--- config.mk ---
export PLATFORM = sky130hd
export DESIGN_NAME = kli_ctrl
export DESIGN_NICKNAME = d
export VERILOG_FILES = /design/src/hdl/kli_pkg.sv /design/src/hdl/kli_ctrl.sv
export SDC_FILE = /design/constraint.sdc
export NUM_CORES = 1
export LEC_CHECK = 0
export BUFFER_PORTS_ARGS = -buffer_cell sky130_fd_sc_hd__buf_2
export CORE_AREA = 5 5 48 50
export CTS_CLUSTER_DIAMETER = 40
export DETAILED_ROUTE_END_ITERATION = 16
export DIE_AREA = 0 0 53 55
export PLACE_DENSITY_LB_ADDON = 0.08
export SYNTH_ARGS = -nofsm -noshare
export SYNTH_HDL_FRONTEND = slang
export SYNTH_SLANG_ARGS = --single-unit
--- constraint.sdc ---
create_clock -name clk -period 2.05 [get_ports clk]
set_input_delay 0.205 -clock clk [delete_from_list [all_inputs] [get_ports clk]]
set_output_delay 0.205 -clock clk [all_outputs]
set_load 0.005 [all_outputs]
--- src/hdl/kli_pkg.sv ---
// shared types and constants for the keyframe linear interpolator
// no dependencies
`timescale 1ns / 1ps
package kli_pkg;
	localparam int MaxKeys = 64;
	localparam int IdxW = $clog2(MaxKeys);
	localparam int CntW = 7;

	typedef struct packed {
		logic start;
		logic seg_found;
		logic load_t;
		logic load_v;
		logic div_start;
	} kli_cmd_t;

	typedef struct packed {
		logic done;
		logic stop;
		logic div_done;
		logic single;
	} kli_sts_t;

	typedef enum logic [8:0] {
		ST_IDLE   = 9'b000000001,
		ST_SRCH   = 9'b000000010,
		ST_SWAIT  = 9'b000000100,
		ST_RDT    = 9'b000001000,
		ST_RDW    = 9'b000010000,
		ST_DIV    = 9'b000100000,
		ST_MUL    = 9'b001000000,
		ST_SUM    = 9'b010000000,
		ST_OUT    = 9'b100000000
	} kli_state_t;
endpackage

--- src/hdl/kli_ctrl.sv ---
// controller state machine for queries
// depends on kli_pkg
`timescale 1ns / 1ps
module kli_ctrl import kli_pkg::*; (
	input  logic     clk,
	input  logic     arst_n,
	input  logic     in_fire,
	input  logic     in_query,
	input  logic     out_fire,
	input  kli_sts_t sts,
	output kli_cmd_t cmd,
	output logic     busy,
	output logic     res_valid,
	output logic     st_srch,
	output logic     st_rdt,
	output logic     st_rdw,
	output logic     st_mul,
	output logic     st_sum
);
	kli_state_t state_q, state_d;

	always_comb begin
		state_d = state_q;
		cmd = '0;
		cmd.start = in_fire && in_query;
		unique case (state_q)
			ST_IDLE:  if (in_fire && in_query) state_d = ST_SWAIT;
			ST_SWAIT: state_d = ST_SRCH;
			ST_SRCH:  if (sts.stop || sts.single) begin
				cmd.seg_found = 1'b1;
				state_d = ST_RDT;
			end
			ST_RDT: begin
				cmd.load_t = 1'b1;
				cmd.load_v = 1'b1;
				state_d = ST_RDW;
			end
			ST_RDW: begin
				cmd.div_start = 1'b1;
				state_d = ST_DIV;
			end
			ST_DIV:   if (sts.div_done) state_d = ST_MUL;
			ST_MUL:   state_d = ST_SUM;
			ST_SUM:   state_d = ST_OUT;
			ST_OUT:   if (out_fire) state_d = ST_IDLE;
			default:  state_d = ST_IDLE;
		endcase
	end

	always_ff @(posedge clk or negedge arst_n) begin
		if (!arst_n) state_q <= ST_IDLE;
		else state_q <= state_d;
	end

	assign busy = (state_q != ST_IDLE);
	assign res_valid = (state_q == ST_OUT);
	assign st_srch = (state_q == ST_SRCH);
	assign st_rdt = (state_q == ST_SRCH) && (sts.stop || sts.single);
	assign st_rdw = (state_q == ST_RDT);
	assign st_mul = (state_q == ST_MUL);
	assign st_sum = (state_q == ST_SUM);

`ifndef SYNTHESIS
	a_out_from_sum: assert property (@(posedge clk) disable iff (!arst_n)
		(state_q == ST_OUT) && !$past(state_q == ST_OUT) |-> $past(state_q == ST_SUM))
		else $error("result without sum");
	a_hold: assert property (@(posedge clk) disable iff (!arst_n)
		(state_q == ST_OUT) && !out_fire |=> (state_q == ST_OUT))
		else $error("result dropped");
	a_div: assert property (@(posedge clk) disable iff (!arst_n)
		cmd.div_start |=> (state_q == ST_DIV))
		else $error("divider not started");
`endif
endmodule

==> results.cfg, run 1 <==
[critical_path]
reg2reg_slack_ns = 0.52
startpoint = state_q[3]$_DFFE_PN0P_
r2r_cells = 4
reg2reg_to = state_q[6]$_DFFE_PN0P_
critPathCaptureType = output port
critical_path_arrival_ns = 1.70
r2r-start = state_q[8]$_DFFE_PN0P_
cp_cell_sequence = nor4_4 > nand2_2 > nor4b_4 > buf_2
cp.depth = 4
crit_fanout = 5
critPathBufInv = 1
required_ns = 1.85
cp_slowest_cell = dfrtp_1
start_kind = register
slowest_delay_ns = 0.44
endpoint = st_sum
crit_family = simple AND/OR/NAND/NOR gates
critPathKind = register to output port

[layout]
final_util = 0.405
layout_common_cells = 19 x buf_2, 8 x dfrtp_1, 7 x nor2b_1
area_growth_pct = 22.3
largestRegisters = state_q (9)
diodes = 0
drive_above_1_share = 0.395
nFillCells = 193
final_nets = 91
max_flop_register = state_q
largest_reg_flops = 9
layout_commonest_cell = buf_2

[floorplanning]
start_util = 0.331
pin_count = 21
die_h_um = 55
rows = 16
core_area_mm2 = 0.00186
die_w_um = 53
dieArea_mm2 = 0.00292

[yosys]
netlist_area_um2 = 617
synth_edf_count = 0
synth_top_area_cell = dfrtp_1
synthAdderAreaFrac = 0
avgSynthCellArea_um2 = 10.1
synth_top_family_by_area = simple AND/OR/NAND/NOR gates
ys_warn_count = 0
synth_seq_cells = 9
synth-main-ff-cell = dfrtp_1
yosys-top-cells-area = dfrtp_1 32%, nor2b_1 7.1%, nor4b_1 7.1%, dfstp_2 4.3%, nor4b_4 3.9%
async_reset_ff_frac = 1.00
synth_compound_area_frac = 0.0791
synth_nets = 70
synthXorXnorAreaFrac = 0.0284
synth.area.mux_share = 0.0162
synth_top_area_frac = 0.325
yosys.area_share.simple = 0.458
synthCells = 61
ys_seq_area_frac = 0.367
ys_types = 31

[timing]
fmax_ghz = 0.525
post-route-period-util = 0.929
rsz0062_at_grt = false
finalSetupTns_ns = 0
hold_viol = 0
slew_headroom = 0.694
finalSetupViolCount = 0
drv_slew = 0
min_period_ns = 1.90
max_slew.worst_pin.slew_ns = 0.452
skew_ns = 0.00531

[cts]
cts_tree = done
path_clk_slew_ns = 0.06
cts_buffers = 3
h-tree-depth = 1
clk_latency_ns = 0.26
cts.repair.resized = 0
cts_buffer_depth = 2
postCtsSetupRepairBufs = 0
holdBufCountCts = 1
root_buffer = clkbuf_4
cts_sinks = 9

[pwr]
intPower_w = 0.000367
netSwitchingFraction = 0.356
p_switching_w = 0.000203
seq_power_share = 0.426
power_density_mw_per_mm2 = 756
p_clk_frac = 0.243
leakagePower_nw = 0.355
peakVddDrop_uv = 413
combPwrFrac = 0.331

[placed_design]
hpwl_mm = 1.04
numPortBuffers = 19
routabilityCongestion = 0.724

[drt]
antenna_left = 0
drc = 0
drt_wl_total_mm = 1.36
vias = 518
dr.pass1.iters = 2
drt_iter0_markers = 3
wire_per_inst_um = 12.5
avgViaCountPerCell = 4.80

[global_route]
antenna_found_initial = 0
track_usage = 0.110
first_global_vias = 494
grt_pass1_wl_mm = 2.19
gr-total-overflow = 0
grt_max_degree = 10

[flow_run]
cap_violations = 0

[hold_path]
hold_class = input pin to register

[outcome]
status = finished, final reports clean
-- layer usage --
metal / routed length [µm] / vias to the layer above / track usage
li1: - / 265 / -
met1: 584 / 246 / 0.123
met2: 711 / 7 / 0.182
met3: 59 / 0 / 0.0563
met4: 0 / 0 / 0.0383
met5: 0 / - / 0
-- how the worst min path moves through the flow --
stage                   from                endpoint  slack (ns)  cells past startpoint
global route        in_query  state_q[0]$_DFFE_PN1P_        0.26                      3
finish              in_query  state_q[0]$_DFFE_PN1P_        0.23                      3
CTS                 in_query  state_q[0]$_DFFE_PN1P_        0.23                      3
detailed placement    arst_n  state_q[1]$_DFFE_PN0P_        0.07                      1
global placement      arst_n  state_q[1]$_DFFE_PN0P_        0.08                      1
floorplan             arst_n  state_q[1]$_DFFE_PN0P_       -0.09                      0
-- logic make-up after synthesis --
family / count (synthesis)
AOI/OAI and AO/OA: 6
xor gates and xnor gates: 2
buffers and inverters: 5
DFF: 9
muxes: 1
and+or+nand+nor: 38
-- synthesized netlist by cell type, drive strengths merged (2+ instances only) --
cell type / instances
nand2: 3
nand4: 3
nor2: 6
dfrtp: 8
and3: 2
nor4b: 7
nor4: 2
buf: 4
nor2b: 7
xor2: 2
o22ai: 2
nand2b: 2
-- power by group through the flow --
stage	Sequential (W)	Combinational [W]	Clock [W]
5_1_grt	0.000247	0.000214	0.000157
2_1_floorplan	0.000232	0.000149	0
4_1_cts	0.000242	0.000191	0.000145
6_report	0.000243	0.000189	0.000139
3_3_place_gp	0.000244	0.000188	0
3_5_place_dp	0.000245	0.000188	0
-- cell type report --
| cell class | instances | area, µm² | area share |
|---|---|---|---|
| Sequential cell | 9 | 226 | 0.300 |
| Clock buffer | 4 | 26.3 | 0.0348 |
| Multi-Input combinational cell | 47 | 359 | 0.476 |
| Tap cell | 27 | 33.8 | 0.0448 |
| Inverter | 1 | 3.75 | 0.00498 |
| Timing Repair Buffer | 20 | 105 | 0.139 |
-- worst min-delay path: stages --
cell     delay [ns]
buf_2          0.07
and2_1         0.13
o22ai_1        0.08
-- metrics by stage --
step / cells / hold WS, ns / power [W] / cell area (µm²) / setup slack (ns)
after detailed placement: 103 / 0.0720 / 0.000433 / 718 / 0.434
after global placement: 103 / 0.0777 / 0.000433 / 718 / 0.427
after global routing: 108 / 0.260 / 0.000617 / 754 / 0.0328
after floorplan: 61 / -0.0906 / 0.000381 / 617 / 0.589
final: 108 / 0.233 / 0.000571 / 754 / 0.147
after CTS: 108 / 0.225 / 0.000577 / 754 / 0.132
Power figures use the tool's default switching activity.
==> run 2: changes to the inputs <==
Clock period 2.05 ns to 2 ns, I/O delays scaled along.
==> run 2 against run 1 <==
Sequential share of layout area grew 0.12 points. Highest routed layer is now met4. First-iteration DRC count shrank 67%. Non-clock buffer count is the same. Die area is the same. Cell count is the same. Worst setup slack gained 0.021 ns. Final area grew 0.17%. Via count shrank 1.7%. Critical endpoint unchanged. Routed wire length grew 0.37%. Combinational power grew 4%. Hold slack lost 0.0036 ns.
==> results.cfg, run 2 (synthesis results as in run 1) <==
[layout]
max_flop_register = state_q
largest_reg_flops = 9
area_growth_pct = 22.5
drive_above_1_share = 0.407
stdcell_count = 108
diodes = 0
final_nets = 91
nFillCells = 192
layout_common_cells = 19 x buf_2, 7 x nor2b_1, 7 x dfrtp_1
layout_commonest_cell = buf_2
design_area_um2 = 756
largestRegisters = state_q (9)

[pwr]
power_density_mw_per_mm2 = 774
leakagePower_nw = 0.354
peakVddDrop_uv = 423

[drt]
drt_wl_total_mm = 1.36
wire_per_inst_um = 12.6
avgViaCountPerCell = 4.71
vias = 509
drc = 0
drt_iter0_markers = 1
antenna_left = 0
dr.pass1.iters = 3

[cts]
clk_latency_ns = 0.26
root_buffer = clkbuf_4
cts_tree = done
path_clk_slew_ns = 0.06
cts_buffers = 3
h-tree-depth = 1
cts_buffer_depth = 2
cts_sinks = 9

[timing]
slew_headroom = 0.701
drv_slew = 0
finalSetupViolCount = 0
skew_ns = 0.00420
min_period_ns = 1.83
max_slew.worst_pin.slew_ns = 0.442
hold_viol = 0
post-route-period-util = 0.916
rsz0062_at_grt = false
finalSetupTns_ns = 0
fmax_ghz = 0.546

[global_route]
track_usage = 0.116
first_global_vias = 484
grt_max_degree = 10
antenna_found_initial = 0
gr-total-overflow = 0
grt_pass1_wl_mm = 2.33

[placed_design]
hpwl_mm = 1.05
numPortBuffers = 19
dpl-instance-area_um2 = 718
dp_cells = 103
routabilityCongestion = 0.725

[floorplanning]
pin_count = 21
start_util = 0.331
rows = 16
core_area_mm2 = 0.00186
die_h_um = 55
die_w_um = 53
dieArea_mm2 = 0.00292

[outcome]
status = finished, final reports clean

[critical_path]
required_ns = 1.80
crit_fanout = 6
r2r_cells = 4
critical_path_arrival_ns = 1.63
r2r-start = state_q[8]$_DFFE_PN0P_
start_kind = register
reg2reg_slack_ns = 0.46
startpoint = state_q[2]$_DFFE_PN0P_
critPathCaptureType = output port
critPathKind = register to output port
endpoint = st_sum
reg2reg_to = state_q[6]$_DFFE_PN0P_

[hold_path]
hold_class = input pin to register

[flow_run]
cap_violations = 0
[run 2: cell counts in the layout (fill, tap and decap cells not counted)]
Identical to the previous run, type by type.
[run 2: layout make-up]
| type | count | area, µm² | share of cell area |
|---|---|---|---|
| multi-input combinational | 47 | 359 | 0.475 |
| sequential | 9 | 228 | 0.301 |
| timing repair buffer | 20 | 105 | 0.139 |
| tap | 27 | 33.8 | 0.0447 |
| clock buffer | 4 | 26.3 | 0.0348 |
| inverter | 1 | 3.75 | 0.00497 |
[run 2: where the power goes]
| part | total [W] | internal [W] | switching (W) |
|---|---|---|---|
| Sequential | 0.000247 | 0.000208 | 0.0000388 |
| Clock | 0.000141 | 0.0000770 | 0.0000643 |
| Combinational | 0.000196 | 0.0000970 | 0.0000992 |
[run 2: worst min-delay path by stage]
stage	endpoint	from	slack, ns	cells after the start
after floorplan	state_q[1]$_DFFE_PN0P_	arst_n	-0.1	0
after global placement	state_q[1]$_DFFE_PN0P_	arst_n	0.07	1
after detailed placement	state_q[1]$_DFFE_PN0P_	arst_n	0.07	1
after CTS	state_q[0]$_DFFE_PN1P_	in_query	0.22	3
after global routing	state_q[0]$_DFFE_PN1P_	in_query	0.25	3
final	state_q[0]$_DFFE_PN1P_	in_query	0.23	3
[run 2: worst max-delay path: stages (launching register included)]
cell     delay (ns)
dfrtp_2        0.45
nor4_4         0.35
nand2_2        0.15
nor4b_4        0.27
buf_2          0.15
[run 2: timing repair]
item                                   CTS  global route
buffers inserted                         0             0
endpoints found under the hold margin    8             0
hold buffers                             1             0
resized for setup                        0             1
setup endpoints to repair                0             2
[run 2: stage by stage]
stage	power, W	hold slack, ns	setup WS, ns	utilization
floorplan	0.000390	-0.0956	0.544	-
global placement	0.000444	0.0727	0.381	0.386
detailed placement	0.000440	0.0699	0.418	0.386
CTS	0.000592	0.223	0.101	0.405
global route	0.000640	0.246	0.000451	0.406
finish	0.000585	0.230	0.167	0.406
[run 2: metal layers]
metal,GRT usage,vias up,wire length (µm)
met4,0.0383,0,10
met1,0.135,237,562
li1,-,262,-
met3,0.0563,2,62
met5,0,-,0
met2,0.186,8,726
==> run 3: changes to the inputs <==
Settings changed: CORE_AREA 5 5 48 50 to 5 5 52 54, DIE_AREA 0 0 53 55 to 0 0 57 59.
==> run 3 against run 2 <==
Via count is 3.1% higher. Clock-buffer cell count unchanged. Non-clock buffer count grew 2. Final area is 3.6% higher. Routed wire length rose by 0.74%. Cell count is 2.8% higher. Total power up 4.1%. Clock power is essentially flat. Global-route usage fell by 2.2 points. Critical path depth stayed put. Largest cell class unchanged. Highest routed layer unchanged.
==> results.cfg, run 3 (synthesis results as in run 1) <==
[cts]
root_buffer = clkbuf_4
cts_sinks = 9
cts_buffer_depth = 2
path_clk_slew_ns = 0.07
h-tree-depth = 1
clk_latency_ns = 0.26
cts_tree = done
cts_buffers = 3

[layout]
largest_reg_flops = 9
final_nets = 93
max_flop_register = state_q
diodes = 0
layout_commonest_cell = buf_2
layout_common_cells = 19 x buf_2, 7 x nor2b_1, 7 x dfrtp_1
largestRegisters = state_q (9)
regArea_um2 = 228
drive_above_1_share = 0.422
nFillCells = 239
area_growth_pct = 27.0
design_area_um2 = 783
multi_input_area_um2 = 370

[global_route]
gr-total-overflow = 0
first_global_vias = 552
track_usage = 0.0937
grt_pass1_wl_mm = 2.43
antenna_found_initial = 0
grt_max_degree = 10

[pwr]
leakagePower_nw = 0.370
power_w = 0.000609
peakVddDrop_uv = 342
power_density_mw_per_mm2 = 777

[drt]
avgViaCountPerCell = 4.73
drt_iter0_markers = 9
antenna_left = 0
drt_wl_total_mm = 1.37
dr.pass1.iters = 3
vias = 525
drc = 0
wire_per_inst_um = 12.3

[timing]
post-route-period-util = 0.931
rsz0062_at_grt = true
finalSetupViolCount = 0
max_slew.worst_pin.slew_ns = 0.443
hold_slack_ns = 0.232
min_period_ns = 1.86
drv_slew = 0
slew_headroom = 0.700
fmax_ghz = 0.537
skew_ns = 0.00909
hold_viol = 0
finalSetupTns_ns = 0

[floorplanning]
pin_count = 21
die_w_um = 57
core_area_mm2 = 0.00217
rows = 17
dieArea_mm2 = 0.00336
die_h_um = 59
start_util = 0.284

[placed_design]
routabilityCongestion = 0.673
numPortBuffers = 19
hpwl_mm = 1.07
dpl-instance-area_um2 = 719

[critical_path]
critical_path_arrival_ns = 1.66
crit_fanout = 5
start_kind = register
required_ns = 1.80
critPathCaptureType = output port
critPathKind = register to output port

[hold_path]
hold_class = input pin to register

[flow_run]
cap_violations = 0

[outcome]
status = finished, final reports clean
## run 3: cell count changes in the layout (fill, tap and decap cells not counted), sizes merged
cell,before,now
buf,19,21
## run 3: where the power goes
part / switching (W) / total (W) / internal, W
Sequential: 0.0000401 / 0.000248 / 0.000208
Clock: 0.0000649 / 0.000142 / 0.0000768
Combinational: 0.000104 / 0.000219 / 0.000115
## run 3: metal layers
| metal | global-route usage | wire [µm] |
|---|---|---|
| met1 | 0.112 | 582 |
| met2 | 0.152 | 717 |
| met3 | 0.0479 | 60 |
| met4 | 0.0199 | 10 |
| met5 | 0 | 0 |
## run 3: worst max-delay path, stage by stage (launching register included)
cell     delay [ns]
dfrtp_2        0.45
nor4_4         0.38
nand2_2        0.15
nor4b_4        0.28
buf_2          0.15
## run 3: layout make-up
class,count,share of cell area
repair buffers,22,0.153
clock buffers,4,0.0335
inverters,1,0.00479
flip-flops and latches,9,0.291
multi-input cells,47,0.473
well taps,28,0.0447
## run 3: stage by stage
stage	setup slack [ns]	instances	util
after floorplan	0.544	61	-
after global placement	0.370	104	0.332
after detailed placement	0.389	104	0.332
after CTS	0.0798	109	0.348
after global routing	-0.0107	111	0.361
final	0.138	111	0.361
## run 3: final timing paths
| kind | from | endpoint | slack [ns] | depth (start not counted) |
|---|---|---|---|---|
| worst max-delay path | state_q[3]$_DFFE_PN0P_ | st_sum | 0.14 | 4 |
| worst min-delay path | in_query | state_q[0]$_DFFE_PN1P_ | 0.23 | 3 |
| worst max register to register | state_q[8]$_DFFE_PN0P_ | state_q[6]$_DFFE_PN0P_ | 0.50 | 4 |
| worst min register to register | state_q[3]$_DFFE_PN0P_ | state_q[1]$_DFFE_PN0P_ | 0.53 | 1 |
| max in group asynchronous | arst_n | state_q[0]$_DFFE_PN1P_ | 1.43 | 2 |
| min in group asynchronous | arst_n | state_q[1]$_DFFE_PN0P_ | 0.32 | 2 |
## run 3: timing repair
| action | 4_1_cts | 5_1_grt |
|---|---|---|
| gates resized for setup | 0 | 3 |
| setup buffers | 0 | 2 |
| hold buffers | 1 | 0 |
| endpoints found under the setup margin | 0 | 4 |
| hold endpoints to repair | 8 | 0 |
